### src/fnle_pkg.sv
package fnle_pkg;

  // Field widths
  localparam int COORD_W    = 11;
  localparam int PIX_W      = 8;
  localparam int LEVEL_W    = 17;
  localparam int SUM_W      = 33;
  localparam int COUNT_W    = 16;
  localparam int CFG_IDX_W  = 1;
  localparam int CFG_DATA_W = 17;

  // Sum of three squared 8-bit differences, and the Q18.16 radicand built from it
  localparam int SUMSQ_W = 18;
  localparam int RAD_W   = 2 * LEVEL_W;
  localparam int SREM_W  = LEVEL_W + 1;

  // Sampling grid
  localparam int SAMPLE_STEP_DEF = 10;
  localparam int MAX_DIM         = 2048;
  localparam int MAX_DIM_W       = 13;

  // Register reset values, Q9.8, then saturation limits
  localparam logic [LEVEL_W-1:0] FLOOR_RESET = 17'd2560;
  localparam logic [LEVEL_W-1:0] LEVEL_RESET = 17'd112896;
  localparam logic [LEVEL_W-1:0] LEVEL_MAX   = '1;
  localparam logic [SUM_W-1:0]   SUM_MAX     = '1;
  localparam logic [COUNT_W-1:0] COUNT_MAX   = '1;

  // Iteration counts of the shared step counter
  localparam int SQRT_STEPS = LEVEL_W;
  localparam int DIV_STEPS  = SUM_W;
  localparam int STEP_CNT_W = $clog2(DIV_STEPS);

  // Running level update: (9 * old + new) / 10 by reciprocal multiply
  localparam int EMA_DIV     = 10;
  localparam int BLEND_W     = LEVEL_W + 5;
  localparam int EMA_SHIFT   = BLEND_W + $clog2(EMA_DIV) + 1;
  localparam int EMA_RECIP_W = EMA_SHIFT - $clog2(EMA_DIV) + 1;
  localparam int EMA_PROD_W  = BLEND_W + EMA_RECIP_W;
  localparam logic [EMA_RECIP_W-1:0] EMA_RECIP =
    EMA_RECIP_W'(((64'd1 << EMA_SHIFT) + 64'(EMA_DIV) - 64'd1) / 64'(EMA_DIV));

  typedef enum logic [CFG_IDX_W-1:0] {
    REG_NOISE_FLOOR   = 1'b0,
    REG_INITIAL_LEVEL = 1'b1
  } cfg_reg_t;

  typedef enum logic [3:0] {
    S_IDLE,
    S_DECIDE,
    S_SQRT,
    S_ACCUM,
    S_FRAME,
    S_DIV,
    S_CLAMP,
    S_BLEND,
    S_SCALE
  } state_t;

  typedef struct packed {
    logic restore;
    logic sqrt_load;
    logic sqrt_step;
    logic accum;
    logic pick_floor;
    logic div_load;
    logic div_step;
    logic clamp;
    logic blend;
    logic scale;
  } ctrl_cmd_t;

  typedef struct packed {
    logic restore_req;
    logic sampled;
    logic last;
    logic count_zero;
    logic out_free;
  } dp_stat_t;

endpackage

### src/fnle_pix_if.sv
interface fnle_pix_if;
  import fnle_pkg::*;

  logic               valid;
  logic               ready;
  logic               mode;
  logic [COORD_W-1:0] column;
  logic [COORD_W-1:0] row;
  logic [PIX_W-1:0]   cur_blue;
  logic [PIX_W-1:0]   cur_green;
  logic [PIX_W-1:0]   cur_red;
  logic [PIX_W-1:0]   prev_blue;
  logic [PIX_W-1:0]   prev_green;
  logic [PIX_W-1:0]   prev_red;
  logic               frame_end;

  modport source (
    output valid, mode, column, row, cur_blue, cur_green, cur_red,
           prev_blue, prev_green, prev_red, frame_end,
    input  ready
  );

  modport sink (
    input  valid, mode, column, row, cur_blue, cur_green, cur_red,
           prev_blue, prev_green, prev_red, frame_end,
    output ready
  );
endinterface

### src/fnle_res_if.sv
interface fnle_res_if;
  import fnle_pkg::*;

  logic               valid;
  logic               ready;
  logic [LEVEL_W-1:0] noise_level;
  logic [LEVEL_W-1:0] frame_noise;
  logic [COUNT_W-1:0] sample_count;

  modport source (
    output valid, noise_level, frame_noise, sample_count,
    input  ready
  );

  modport sink (
    input  valid, noise_level, frame_noise, sample_count,
    output ready
  );
endinterface

### src/fnle_cfg_if.sv
interface fnle_cfg_if;
  import fnle_pkg::*;

  logic                  valid;
  logic                  ready;
  logic [CFG_IDX_W-1:0]  index;
  logic [CFG_DATA_W-1:0] data;

  modport source (
    output valid, index, data,
    input  ready
  );

  modport sink (
    input  valid, index, data,
    output ready
  );
endinterface

### src/fnle_ctrl.sv
module fnle_ctrl (
  input  logic                 clk,
  input  logic                 rst,
  fnle_pix_if.sink             pix,
  input  fnle_pkg::dp_stat_t   stat,
  output fnle_pkg::ctrl_cmd_t  cmd
);
  import fnle_pkg::*;

  state_t                state;
  state_t                state_next;
  logic [STEP_CNT_W-1:0] step_cnt;
  logic                  sqrt_last;
  logic                  div_last;
  logic                  pass_on;
  logic                  take;

  assign sqrt_last = (step_cnt == STEP_CNT_W'(SQRT_STEPS - 1));
  assign div_last  = (step_cnt == STEP_CNT_W'(DIV_STEPS - 1));

  // A mode 1 word, or one that needs no square root and ends no frame, frees the input at once
  assign pass_on = stat.restore_req || (!stat.sampled && !stat.last);
  assign take    = pix.valid && pix.ready;

  always_ff @(posedge clk) begin
    if (rst) begin
      state    <= S_IDLE;
      step_cnt <= '0;
    end else begin
      state <= state_next;
      if ((state == S_SQRT && !sqrt_last) || (state == S_DIV && !div_last)) begin
        step_cnt <= step_cnt + 1'b1;
      end else begin
        step_cnt <= '0;
      end
    end
  end

  always_comb begin
    state_next = state;
    case (state)
      S_IDLE: begin
        if (take) begin
          state_next = S_DECIDE;
        end
      end
      S_DECIDE: begin
        if (pass_on) begin
          state_next = take ? S_DECIDE : S_IDLE;
        end else if (stat.sampled) begin
          state_next = S_SQRT;
        end else begin
          state_next = S_FRAME;
        end
      end
      S_SQRT: begin
        if (sqrt_last) begin
          state_next = S_ACCUM;
        end
      end
      S_ACCUM: begin
        state_next = stat.last ? S_FRAME : S_IDLE;
      end
      S_FRAME: begin
        state_next = stat.count_zero ? S_BLEND : S_DIV;
      end
      S_DIV: begin
        if (div_last) begin
          state_next = S_CLAMP;
        end
      end
      S_CLAMP: begin
        state_next = S_BLEND;
      end
      S_BLEND: begin
        state_next = S_SCALE;
      end
      S_SCALE: begin
        if (stat.out_free) begin
          state_next = S_IDLE;
        end
      end
      default: begin
        state_next = S_IDLE;
      end
    endcase
  end

  always_comb begin
    cmd       = '0;
    pix.ready = 1'b0;
    case (state)
      S_IDLE: begin
        pix.ready = 1'b1;
      end
      S_DECIDE: begin
        pix.ready     = pass_on;
        cmd.restore   = stat.restore_req;
        cmd.sqrt_load = !stat.restore_req && stat.sampled;
      end
      S_SQRT: begin
        cmd.sqrt_step = 1'b1;
      end
      S_ACCUM: begin
        cmd.accum = 1'b1;
      end
      S_FRAME: begin
        cmd.pick_floor = stat.count_zero;
        cmd.div_load   = !stat.count_zero;
      end
      S_DIV: begin
        cmd.div_step = 1'b1;
      end
      S_CLAMP: begin
        cmd.clamp = 1'b1;
      end
      S_BLEND: begin
        cmd.blend = 1'b1;
      end
      S_SCALE: begin
        cmd.scale = stat.out_free;
      end
      default: begin
        cmd = '0;
      end
    endcase
    // Take no word while reset is held
    if (rst) begin
      pix.ready = 1'b0;
    end
  end

  a_take_decides: assert property (@(posedge clk) disable iff (rst)
    take |=> state == S_DECIDE)
    else $error("accepted word not followed by decision cycle");

  a_ready_only_free: assert property (@(posedge clk) disable iff (rst)
    pix.ready |-> (state == S_IDLE || state == S_DECIDE))
    else $error("input ready while a word is still in work");

  a_sqrt_ends: assert property (@(posedge clk) disable iff (rst)
    (state == S_SQRT && sqrt_last) |=> state == S_ACCUM)
    else $error("square root did not end in accumulate");

  a_div_ends: assert property (@(posedge clk) disable iff (rst)
    (state == S_DIV && div_last) |=> state == S_CLAMP)
    else $error("division did not end in clamp");

  a_one_op: assert property (@(posedge clk) disable iff (rst)
    $onehot0({cmd.sqrt_step, cmd.div_step, cmd.accum, cmd.blend, cmd.scale,
              cmd.restore, cmd.div_load, cmd.pick_floor}))
    else $error("more than one datapath operation at once");

endmodule

### src/fnle_dp.sv
module fnle_dp #(
  parameter int SAMPLE_STEP = fnle_pkg::SAMPLE_STEP_DEF
) (
  input  logic                 clk,
  input  logic                 rst,
  input  fnle_pkg::ctrl_cmd_t  cmd,
  output fnle_pkg::dp_stat_t   stat,
  fnle_pix_if.sink             pix,
  fnle_res_if.source           res,
  fnle_cfg_if.sink             cfg
);
  import fnle_pkg::*;

  // Coordinate / SAMPLE_STEP by reciprocal multiply, exact over the coordinate range
  localparam int GRID_SHIFT   = COORD_W + $clog2(SAMPLE_STEP) + 1;
  localparam int GRID_RECIP_W = GRID_SHIFT + 1;
  localparam int GRID_PROD_W  = COORD_W + GRID_RECIP_W;
  localparam logic [GRID_RECIP_W-1:0] GRID_RECIP =
    GRID_RECIP_W'(((64'd1 << GRID_SHIFT) + 64'(SAMPLE_STEP) - 64'd1) / 64'(SAMPLE_STEP));
  localparam int STEP_W       = $clog2(SAMPLE_STEP + 1);
  localparam int CHECK_W      = COORD_W + STEP_W;

  // Configuration and running state
  logic [LEVEL_W-1:0]     noise_floor;
  logic [LEVEL_W-1:0]     initial_level;
  logic [SUM_W-1:0]       distance_sum;
  logic [COUNT_W-1:0]     sample_total;
  logic [LEVEL_W-1:0]     running_level;
  logic                   out_valid;

  // Captured word
  logic                   mode;
  logic                   last;
  logic [COORD_W-1:0]     column;
  logic [COORD_W-1:0]     row;
  logic [COORD_W-1:0]     column_quot;
  logic [COORD_W-1:0]     row_quot;
  logic [SUMSQ_W-1:0]     sumsq;

  // Iteration registers
  logic [RAD_W-1:0]       rad;
  logic [SREM_W-1:0]      srem;
  logic [LEVEL_W-1:0]     sroot;
  logic [SUM_W-1:0]       dquot;
  logic [COUNT_W-1:0]     drem;
  logic [LEVEL_W-1:0]     frame_noise;
  logic [BLEND_W-1:0]     blend_sum;

  // Output register
  logic [LEVEL_W-1:0]     out_level;
  logic [LEVEL_W-1:0]     out_noise;
  logic [COUNT_W-1:0]     out_count;

  logic                   take;
  logic [PIX_W-1:0]       diff_b;
  logic [PIX_W-1:0]       diff_g;
  logic [PIX_W-1:0]       diff_r;
  logic [SUMSQ_W-1:0]     sumsq_next;
  logic [COORD_W-1:0]     column_quot_next;
  logic [COORD_W-1:0]     row_quot_next;
  logic                   on_grid;
  logic                   in_range;
  logic [SREM_W+1:0]      s_cand;
  logic [SREM_W+1:0]      s_trial;
  logic                   s_fit;
  logic [COUNT_W:0]       d_cand;
  logic                   d_fit;
  logic [SUM_W:0]         sum_wide;
  logic [LEVEL_W-1:0]     mean_sat;
  logic [EMA_PROD_W-1:0]  ema_prod;
  logic [LEVEL_W-1:0]     running_level_next;

  assign take = pix.valid && pix.ready;

  always_comb begin
    diff_b = (pix.cur_blue > pix.prev_blue) ? pix.cur_blue - pix.prev_blue
                                            : pix.prev_blue - pix.cur_blue;
    diff_g = (pix.cur_green > pix.prev_green) ? pix.cur_green - pix.prev_green
                                              : pix.prev_green - pix.cur_green;
    diff_r = (pix.cur_red > pix.prev_red) ? pix.cur_red - pix.prev_red
                                          : pix.prev_red - pix.cur_red;
    sumsq_next = SUMSQ_W'(diff_b * diff_b) + SUMSQ_W'(diff_g * diff_g)
               + SUMSQ_W'(diff_r * diff_r);
    column_quot_next = COORD_W'((GRID_PROD_W'(pix.column) * GRID_PROD_W'(GRID_RECIP))
                                >> GRID_SHIFT);
    row_quot_next    = COORD_W'((GRID_PROD_W'(pix.row) * GRID_PROD_W'(GRID_RECIP))
                                >> GRID_SHIFT);
  end

  // Sampled when quotient times step gives the coordinate back and both coordinates are below MAX_DIM
  always_comb begin
    on_grid = (CHECK_W'(column_quot) * CHECK_W'(SAMPLE_STEP) == CHECK_W'(column))
           && (CHECK_W'(row_quot) * CHECK_W'(SAMPLE_STEP) == CHECK_W'(row));
    in_range = (MAX_DIM_W'(column) < MAX_DIM_W'(MAX_DIM))
            && (MAX_DIM_W'(row) < MAX_DIM_W'(MAX_DIM));
  end

  always_comb begin
    stat.restore_req = mode;
    stat.sampled     = on_grid && in_range;
    stat.last        = last;
    stat.count_zero  = (sample_total == '0);
    stat.out_free    = !out_valid || res.ready;
  end

  // One root bit per step
  always_comb begin
    s_cand  = {srem, rad[RAD_W-1 -: 2]};
    s_trial = {1'b0, sroot, 2'b01};
    s_fit   = (s_cand >= s_trial);
  end

  // One quotient bit per step
  always_comb begin
    d_cand = {drem, dquot[SUM_W-1]};
    d_fit  = (d_cand >= {1'b0, sample_total});
  end

  always_comb begin
    sum_wide           = {1'b0, distance_sum} + (SUM_W + 1)'(sroot);
    mean_sat           = (dquot[SUM_W-1:LEVEL_W] != '0) ? LEVEL_MAX : dquot[LEVEL_W-1:0];
    ema_prod           = EMA_PROD_W'(blend_sum) * EMA_PROD_W'(EMA_RECIP);
    running_level_next = LEVEL_W'(ema_prod >> EMA_SHIFT);
  end

  always_ff @(posedge clk) begin
    if (rst) begin
      noise_floor   <= FLOOR_RESET;
      initial_level <= LEVEL_RESET;
      distance_sum  <= '0;
      sample_total  <= '0;
      running_level <= LEVEL_RESET;
      out_valid     <= 1'b0;
    end else begin
      if (cfg.valid) begin
        case (cfg_reg_t'(cfg.index))
          REG_NOISE_FLOOR:   noise_floor   <= LEVEL_W'(cfg.data);
          REG_INITIAL_LEVEL: initial_level <= LEVEL_W'(cfg.data);
          default: begin
          end
        endcase
      end
      if (cmd.restore) begin
        running_level <= initial_level;
      end
      if (cmd.accum) begin
        distance_sum <= sum_wide[SUM_W] ? SUM_MAX : sum_wide[SUM_W-1:0];
        if (sample_total != COUNT_MAX) begin
          sample_total <= sample_total + 1'b1;
        end
      end
      if (cmd.scale) begin
        running_level <= running_level_next;
        distance_sum  <= '0;
        sample_total  <= '0;
        out_valid     <= 1'b1;
      end else if (res.ready) begin
        out_valid <= 1'b0;
      end
    end
  end

  always_ff @(posedge clk) begin
    if (take) begin
      mode        <= pix.mode;
      last        <= pix.frame_end;
      column      <= pix.column;
      row         <= pix.row;
      column_quot <= column_quot_next;
      row_quot    <= row_quot_next;
      sumsq       <= sumsq_next;
    end
    if (cmd.sqrt_load) begin
      rad   <= {sumsq, (RAD_W - SUMSQ_W)'(0)};
      srem  <= '0;
      sroot <= '0;
    end else if (cmd.sqrt_step) begin
      rad   <= {rad[RAD_W-3:0], 2'b00};
      srem  <= s_fit ? SREM_W'(s_cand - s_trial) : SREM_W'(s_cand);
      sroot <= {sroot[LEVEL_W-2:0], s_fit};
    end
    if (cmd.div_load) begin
      dquot <= distance_sum;
      drem  <= '0;
    end else if (cmd.div_step) begin
      dquot <= {dquot[SUM_W-2:0], d_fit};
      drem  <= d_fit ? COUNT_W'(d_cand - {1'b0, sample_total}) : COUNT_W'(d_cand);
    end
    if (cmd.pick_floor) begin
      frame_noise <= noise_floor;
    end else if (cmd.clamp) begin
      frame_noise <= (mean_sat < noise_floor) ? noise_floor : mean_sat;
    end
    if (cmd.blend) begin
      blend_sum <= (BLEND_W'(running_level) << 3) + BLEND_W'(running_level)
                 + BLEND_W'(frame_noise);
    end
    if (cmd.scale) begin
      out_level <= running_level_next;
      out_noise <= frame_noise;
      out_count <= sample_total;
    end
  end

  assign cfg.ready        = !rst;
  assign res.valid        = out_valid;
  assign res.noise_level  = out_level;
  assign res.frame_noise  = out_noise;
  assign res.sample_count = out_count;

endmodule

### src/frame_noise_level_estimator_core.sv
// Frame noise level estimator.
// pix carries one word per pixel: current and previous colour, column, row and a
// frame_end flag; mode 1 instead reloads the running level from initial_level.
// res carries one word per frame, on the mode 0 word flagged frame_end: the updated
// running level, the frame's floored mean distance and its sample count.
// cfg writes noise_floor (index 0) and initial_level (index 1); write it only
// while no pixel word is in work. It is ready whenever reset is low.
// Timing: a pixel off the sampling grid, or a mode 1 word, frees the input in
// its decision state, so such words stream at one per clock. A sampled pixel
// holds the input through the decision state, the 17 steps of the bit-serial
// square root and the accumulate state. An unsampled frame_end word runs the
// frame state, the 33 steps of the divider, clamp, blend and scale, which loads
// the output register; the next word is taken once the block is idle again.
// A sampled frame_end word runs the square root and accumulate first. With count
// zero the divider and clamp are skipped and the floor is used, frame to blend.
// A stalled receiver holds the result in the output register; the input keeps
// taking words until the next frame's result is ready to load, then waits.
// Reset empties the output register, clears sum and count, and restores the
// register and level reset values; no word is taken while it is held.
module frame_noise_level_estimator_core #(
  parameter int SAMPLE_STEP = fnle_pkg::SAMPLE_STEP_DEF
) (
  input  logic        clk,
  input  logic        rst,
  fnle_pix_if.sink    pix,
  fnle_res_if.source  res,
  fnle_cfg_if.sink    cfg
);
  import fnle_pkg::*;

  ctrl_cmd_t cmd;
  dp_stat_t  stat;

  fnle_ctrl u_ctrl (
    .clk  (clk),
    .rst  (rst),
    .pix  (pix),
    .stat (stat),
    .cmd  (cmd)
  );

  fnle_dp #(
    .SAMPLE_STEP (SAMPLE_STEP)
  ) u_dp (
    .clk  (clk),
    .rst  (rst),
    .cmd  (cmd),
    .stat (stat),
    .pix  (pix),
    .res  (res),
    .cfg  (cfg)
  );

endmodule
### src/flat_wrapper.sv
// flat-port wrapper written by rule: the top's interface ports become plain ports
module frame_noise_level_estimator_core_flat import fnle_pkg::*;
#(
  parameter int SAMPLE_STEP = fnle_pkg::SAMPLE_STEP_DEF
)
  (clk, rst, pix_valid, pix_mode, pix_column, pix_row, pix_cur_blue, pix_cur_green, pix_cur_red, pix_prev_blue, pix_prev_green, pix_prev_red, pix_frame_end, pix_ready, res_valid, res_noise_level, res_frame_noise, res_sample_count, res_ready, cfg_valid, cfg_index, cfg_data, cfg_ready);
  fnle_pix_if pix_i ();
  fnle_res_if res_i ();
  fnle_cfg_if cfg_i ();
  input  logic clk;
  input  logic rst;
  input wire logic [$bits(pix_i.valid)-1:0] pix_valid;
  input wire logic [$bits(pix_i.mode)-1:0] pix_mode;
  input wire logic [$bits(pix_i.column)-1:0] pix_column;
  input wire logic [$bits(pix_i.row)-1:0] pix_row;
  input wire logic [$bits(pix_i.cur_blue)-1:0] pix_cur_blue;
  input wire logic [$bits(pix_i.cur_green)-1:0] pix_cur_green;
  input wire logic [$bits(pix_i.cur_red)-1:0] pix_cur_red;
  input wire logic [$bits(pix_i.prev_blue)-1:0] pix_prev_blue;
  input wire logic [$bits(pix_i.prev_green)-1:0] pix_prev_green;
  input wire logic [$bits(pix_i.prev_red)-1:0] pix_prev_red;
  input wire logic [$bits(pix_i.frame_end)-1:0] pix_frame_end;
  output wire logic [$bits(pix_i.ready)-1:0] pix_ready;
  output wire logic [$bits(res_i.valid)-1:0] res_valid;
  output wire logic [$bits(res_i.noise_level)-1:0] res_noise_level;
  output wire logic [$bits(res_i.frame_noise)-1:0] res_frame_noise;
  output wire logic [$bits(res_i.sample_count)-1:0] res_sample_count;
  input wire logic [$bits(res_i.ready)-1:0] res_ready;
  input wire logic [$bits(cfg_i.valid)-1:0] cfg_valid;
  input wire logic [$bits(cfg_i.index)-1:0] cfg_index;
  input wire logic [$bits(cfg_i.data)-1:0] cfg_data;
  output wire logic [$bits(cfg_i.ready)-1:0] cfg_ready;
  assign pix_i.valid = pix_valid;
  assign pix_i.mode = pix_mode;
  assign pix_i.column = pix_column;
  assign pix_i.row = pix_row;
  assign pix_i.cur_blue = pix_cur_blue;
  assign pix_i.cur_green = pix_cur_green;
  assign pix_i.cur_red = pix_cur_red;
  assign pix_i.prev_blue = pix_prev_blue;
  assign pix_i.prev_green = pix_prev_green;
  assign pix_i.prev_red = pix_prev_red;
  assign pix_i.frame_end = pix_frame_end;
  assign pix_ready = pix_i.ready;
  assign res_valid = res_i.valid;
  assign res_noise_level = res_i.noise_level;
  assign res_frame_noise = res_i.frame_noise;
  assign res_sample_count = res_i.sample_count;
  assign res_i.ready = res_ready;
  assign cfg_i.valid = cfg_valid;
  assign cfg_i.index = cfg_index;
  assign cfg_i.data = cfg_data;
  assign cfg_ready = cfg_i.ready;
  frame_noise_level_estimator_core #(.SAMPLE_STEP(SAMPLE_STEP)) u_core (.clk(clk), .rst(rst), .pix(pix_i), .res(res_i), .cfg(cfg_i));
endmodule
### config.mk
export PLATFORM = sky130hd
export DESIGN_NAME = frame_noise_level_estimator_core_flat
export DESIGN_NICKNAME = d
export VERILOG_FILES = /design/src/fnle_pkg.sv /design/src/fnle_pix_if.sv /design/src/fnle_res_if.sv /design/src/fnle_cfg_if.sv /design/src/fnle_ctrl.sv /design/src/fnle_dp.sv /design/src/frame_noise_level_estimator_core.sv /design/src/flat_wrapper.sv
export SDC_FILE = /design/constraint.sdc
export NUM_CORES = 2
export LEC_CHECK = 0
export BUFFER_PORTS_ARGS = -buffer_cell sky130_fd_sc_hd__buf_2
export CAP_MARGIN = 20
export CORE_UTILIZATION = 50
export DETAILED_ROUTE_END_ITERATION = 10
export MAX_ROUTING_LAYER = met4
export PLACE_DENSITY_LB_ADDON = 0.12
export REMOVE_ABC_BUFFERS = 1
export SYNTH_ARGS = -nofsm -noshare
export SYNTH_HDL_FRONTEND = slang
export SYNTH_SLANG_ARGS = --single-unit
### constraint.sdc
create_clock -name clk -period 12.24 [get_ports clk]
set_input_delay 1.836 -clock clk [delete_from_list [all_inputs] [get_ports clk]]
set_output_delay 1.836 -clock clk [all_outputs]
set_load 0.03 [all_outputs]
---- Yosys cells after proc, flatten, opt, wreduce, memory -nomap -nowiden ----
Cells that the tools add are included.
storage, ports and cells
  bits of input ports ..................... 95
  word-level logic and storage cells ...... 142
  register bits after elaboration ......... 360
  output and inout bits ................... 53
cells by class
  bitwise gates (word level) .............. 2
  reduce and logical (&&, ||, !) cells .... 31
  $mul .................................... 8
  add/subtract/negate cells ............... 15
  order comparisons ....................... 6
  multiplexer cells ....................... 38
  eq/ne operators ......................... 17
operator list
  cell                    number
  $mux 17                 6
  $mux 33                 3
  $mux 34                 2
  $mul 8x8->16            3
  $sub 8x8->8             6
  $mul 11x12->23 const B  2
  $mul 22x24->44 const B  1
  $pmux 4 s9              1
  $add 33x17->34          1
  $eq 12x11->1            2
  $gt 8x8->1              3
  $mux 8                  3
  $add 21x17->22          1
  $mul 8x3->11 const B    2
  $add 20x17->21          1
  $ge 20x19->1            1
  $add 17x16->18          1
  $mux 18                 1
  $sub 18x18->18          1
  $add 16x16->17          1
  $ge 17x16->1            1
  $lt 17x17->1            1
  $add 16x1->16 const B   1
  $eq 4x3->1 const B      4
  26 further kinds        68

---- Depth between registers and ports, before layout ----
  word-level depth ........................ 12
  mapped depth ............................ 39
  gate-level depth less buffers ........... 38

---- Worst setup path after synthesis ----
No wires, ideal clock.
  path type ............................... in2reg
  start point ............................. input port pix_cur_blue[0]
  end point ............................... register u_core.u_dp.sumsq[17] (data pin)
  library setup time ...................... 0.286 ns
  arrival ................................. 9.892 ns
  stages .................................. 34
  path slack .............................. 2.063 ns
  cell sequence ........................... inv_1 -> ha_1 -> inv_1 -> fa_1 -> a21oi_1 -> o21bai_1 -> a211oi_2 -> o21a_1 -> o21ai_1 -> and3_1 -> o41a_1 -> or2_1 -> buf_2 -> or2_1 -> fa_1 -> fa_1 -> fa_1 -> inv_1 -> fa_1 -> inv_1 -> fa_1 -> fa_1 -> inv_1 -> fa_1 -> ha_1 -> nor2b_1 -> o21ai_0 -> a21boi_0 -> o21ai_0 -> a21boi_0 -> o21ai_0 -> a21oi_1 -> o41ai_1 -> o311ai_0
on the way
  cells in the longest elaborated chain, start to end .. 5
  elaborated cells on any way between the ends .. 7
  those cells by class .................... add/sub: 4; mul: 1; order compare: 1; mux: 1
RTL lines
  item                                       RTL line            text
  start, declared                            flat_wrapper.sv:16  input wire logic [$bits(pix_i.cur_blue)-1:0] pix_cur_blue;
  $sub 8x8->8, or another cell as far along  fnle_dp.sv:77       : pix.prev_blue - pix.cur_blue;
  $mux 8 *                                   fnle_dp.sv:76       diff_b = (pix.cur_blue > pix.prev_blue) ? pix.cur_blue - pix.prev_blue
  $mul 8x8->16 *                             fnle_dp.sv:82       sumsq_next = SUMSQ_W'(diff_b * diff_b) + SUMSQ_W'(diff_g * diff_g)
  $add 16x16->17 *                           fnle_dp.sv:82
  $add 17x16->18 *                           fnle_dp.sv:83       + SUMSQ_W'(diff_r * diff_r);
  via u_core.u_dp.sumsq_next[17]             fnle_dp.sv:58       logic [SUMSQ_W-1:0] sumsq_next;
  end signal, assigned                       fnle_dp.sv:171      sumsq <= sumsq_next;
  end, declared                              fnle_dp.sv:38       logic [SUMSQ_W-1:0] sumsq;
The timed path passes the listed nets; every way through them passes the cells marked *.
A chain may end at the register's enable or synchronous reset.

---- Final worst setup path ----
Ends and elaborated chain as after synthesis.

==> flow_metrics.tcl <==
set metrics [dict create \
    status "finished, final reports clean" \
    synth-edff-count 197 \
    synth_area_um2 35400 \
    synthArstFlopShare_pct 0 \
    hpwl_mm 63.1 \
    cts_setup_buffers 0 \
    synthCells 3557 \
    cp_max_fo 12 \
    dieArea_um2 71900 \
    slew_headroom_pct 29.6 \
    synth_flop_cell "edfxtp_1" \
    worstSkewPairLatency_ns 0.59 \
    cts_hold_buffers 0 \
    cts_resized 0 \
    dieWidth_um 268 \
    maxSlewViolCount 0 \
    reg2reg_from "u_core.u_dp.blend_sum[11]$_DFFE_PP_" \
    avgSynthCellArea_um2 9.96 \
    required_ns 12.53 \
    drc 0 \
    cts_tree "yes" \
    utilization_pct 55.1 \
    cp-startpoint "pix_cur_blue[0]" \
    fin_nets 4684 \
    cts_sinks 359 \
    crit_end "u_core.u_dp.sumsq[17]$_DFFE_PP_" \
    hold_path.class "register to register" \
    fin_ws_ns 1.72 \
    fin_crit_sh_pct 86.0 \
    r2r_slack_ns 4.99 \
    ys_ff_latch 359 \
    yosys_warnings 0 \
    crit_family "adder cells" \
    core_um2 70000 \
    endpoint_kind "register" \
    cp.buffers_inverters 7 \
    crit_top_cell "fa_1" \
    max_cap_viol_count 0 \
    first_iter_violations 1360 \
    cts_buffers 41 \
    rr_worst_depth 24 \
    max_stage_delay_ns 0.72 \
    gp_congestion 0.896 \
    rows 97 \
    htreeDepth 2 \
    wirelength_mm 76.4 \
    grt_max_degree 59 \
    syn2layout_area_growth_pct 8.97 \
    synth.largest_area_cell "fa_1" \
    cp_slowest_cell "xnor2_1" \
    track_usage_pct 22.9 \
    crit_cells 36 \
    cts_buffer_depth 3 \
    synth_seq_area_share_pct 25.9 \
    fin_worst_skew_ns 0.0345 \
    worst_pin_slew_ns 1.06 \
    routed_via_density 5.21 \
    io_buffers 147 \
    drive_gt1_share_pct 9.65 \
    grt_pass1_wl_mm 127 \
    die_y_um 268 \
    pin_count 148 \
    gr-total-overflow 0 \
    max_freq_mhz 95.0 \
    drtPass1Iterations 5 \
    cts-root-buf "clkbuf_16" \
    fin_crit_ns 10.52 \
    arrival_ns 10.81 \
    ant_nets 0 \
    tns_ns 0 \
    grt_pass1_vias 24725 \
    hold_violations 0 \
    synth_top_cell_area_share_pct 19.5 \
    r2r-end "u_core.u_dp.res.noise_level[16]$_DFFE_PP_" \
    antenna_found_initial 10 \
    place_ws_ns 1.09 \
    synthTopCellsByArea "fa_1 20%, ha_1 19%, edfxtp_1 17%" \
    initial_core_util_pct 50.6 \
    setup_viol 0 \
    grt_setup_unrepaired "false" \
    worstSetupPathType "primary input to register" \
    critPathLaunchType "primary input" \
    ys_types 85 \
    wire_per_inst_um 16.3 \
    num_vias 24371 \
    clk_pin_slew_ns 0.06 \
]
-- cells by family after synthesis --
logic type | synth area share [%]
buffers and inverters | 7.65
adder cells (fa/ha/maj) | 38.7
XOR/XNOR | 4.44
AND/OR/NAND/NOR | 10.3
flip-flops | 25.9
multiplexers | 2.91
AO/OA/AOI/OAI | 10.1
-- routing by layer --
layer / global-route usage [%] / vias to the layer above / wire length, µm
met5: - / - / 0
met4: 4.22 / 0 / 1240
met3: 3.32 / 75 / 3430
li1: - / 12260 / -
met1: 31.0 / 11657 / 36400
met2: 36.8 / 379 / 35400
-- sequential cells by signal, summed over array words and instances, names as in the netlist, 11 cells and up --
| register | cells |
|---|---|
| u_core.u_dp.distance_sum | 33 |
| u_core.u_dp.dquot | 33 |
| u_core.u_dp.blend_sum | 21 |
| u_core.u_dp.rad | 18 |
| u_core.u_dp.srem | 18 |
| u_core.u_dp.sumsq | 18 |
| u_core.u_dp.frame_noise | 17 |
| u_core.u_dp.initial_level | 17 |
| u_core.u_dp.noise_floor | 17 |
| u_core.u_dp.res.frame_noise | 17 |
| u_core.u_dp.res.noise_level | 17 |
| u_core.u_dp.running_level | 17 |
| u_core.u_dp.sroot | 17 |
| u_core.u_dp.drem | 16 |
| u_core.u_dp.res.sample_count | 16 |
| u_core.u_dp.sample_total | 16 |
| u_core.u_dp.column | 11 |
| u_core.u_dp.row | 11 |
-- synth_stat cells (7+ instances only) --
master and instances:
inv_1 636, ha_1 544, fa_1 345, nand2_1 245, edfxtp_1 197, nor2_1 192, dfxtp_1 162, a21oi_1 148
xnor2_1 127, o21ai_0 111, nand3_1 77, a21o_1 64, mux2_2 51, xor2_1 49, clkbuf_1 48, nor3_1 45
mux2i_1 44, or2_2 34, and3_1 33, or3_1 31, nand2b_1 28, nand4_1 21, o21a_1 21, o22ai_1 21
nor2b_1 20, a31oi_1 18, o21bai_1 17, o221a_2 17, and2_1 15, buf_2 14, o211ai_1 13, nor4_1 10
o21ai_1 10, a211oi_1 9, a21boi_0 9, a311oi_1 8, o2111ai_1 7, o211a_1 7
-- cell type report --
type                    count  area (µm²)
diodes                      8        20.0
flip-flops and latches    359        9160
clock buffers              56        1130
clock inverters            19         224
inverters                 643        2410
well taps                 940        1180
fillers                  6334       31400
multi-input cells        2485       23600
repair buffers            170         908
-- stage by stage --
stage	hold slack, ns	cells	instance area [µm²]
2_1_floorplan	0.426	3487	35100
3_3_place_gp	0.444	4597	37200
3_5_place_dp	0.448	4597	37200
4_1_cts	0.459	4672	38600
5_1_grt	0.477	4680	38600
6_report	0.458	4680	38600
-- worst register-to-register path, cell delays in order, from the launching register on --
cell and delay (ns):
edfxtp_1 0.48, inv_1 0.08, ha_1 0.28, inv_1 0.07, fa_1 0.68, inv_1 0.10
fa_1 0.55, inv_1 0.05, fa_1 0.49, inv_1 0.06, fa_1 0.54, inv_1 0.05
fa_1 0.52, fa_1 0.43, ha_1 0.35, and3_1 0.21, nand3_1 0.12, a211o_1 0.29
a211o_1 0.33, a21o_1 0.22, a21oi_1 0.34, nor2_1 0.15, o2111ai_1 0.38, a21o_1 0.19
xor2_1 0.06
-- layout by cell type (no fill, tap or decap), types with 11 or more instances in the layout --
| cell type | Yosys | routed |
|---|---|---|
| inv_1 | 636 | 636 |
| ha_1 | 544 | 544 |
| fa_1 | 345 | 345 |
| nand2_1 | 245 | 245 |
| edfxtp_1 | 197 | 197 |
| nor2_1 | 192 | 192 |
| dfxtp_1 | 162 | 162 |
| buf_2 | 14 | 147 |
| a21oi_1 | 148 | 146 |
| xnor2_1 | 127 | 127 |
| o21ai_0 | 111 | 111 |
| nand3_1 | 77 | 77 |
| a21o_1 | 64 | 64 |
| mux2_2 | 51 | 51 |
| xor2_1 | 49 | 49 |
| nor3_1 | 45 | 45 |
| mux2i_1 | 44 | 44 |
| clkbuf_16 | 0 | 42 |
| or2_2 | 34 | 34 |
| and3_1 | 33 | 33 |
| or3_1 | 31 | 31 |
| nand2b_1 | 28 | 28 |
| buf_4 | 2 | 23 |
| nand4_1 | 21 | 21 |
| o22ai_1 | 21 | 21 |
| o21a_1 | 21 | 21 |
| nor2b_1 | 20 | 20 |
| a31oi_1 | 18 | 18 |
| o21bai_1 | 17 | 17 |
| o221a_2 | 17 | 17 |
| and2_1 | 15 | 14 |
| o211ai_1 | 13 | 13 |
| clkbuf_1 | 48 | 11 |
-- how the worst min path moves through the flow --
stage                                                from                                    endpoint  slack (ns)  cells past startpoint
2_1_floorplan           u_core.u_dp.drem[15]$_SDFFE_PP0P_           u_core.u_dp.drem[15]$_SDFFE_PP0P_        0.43                      2
3_3_place_gp            u_core.u_dp.drem[15]$_SDFFE_PP0P_           u_core.u_dp.drem[15]$_SDFFE_PP0P_        0.44                      2
3_5_place_dp            u_core.u_dp.drem[15]$_SDFFE_PP0P_           u_core.u_dp.drem[15]$_SDFFE_PP0P_        0.45                      2
5_1_grt        u_core.u_dp.initial_level[14]$_SDFFE_PP0P_  u_core.u_dp.initial_level[14]$_SDFFE_PP0P_        0.48                      2
4_1_cts         u_core.u_dp.initial_level[6]$_SDFFE_PP0P_   u_core.u_dp.initial_level[6]$_SDFFE_PP0P_        0.46                      2
6_report        u_core.u_dp.initial_level[6]$_SDFFE_PP0P_   u_core.u_dp.initial_level[6]$_SDFFE_PP0P_        0.46                      2
Power is not shown: default switching activity piles up to over one toggle a cycle in this logic, so the estimate is an artifact.
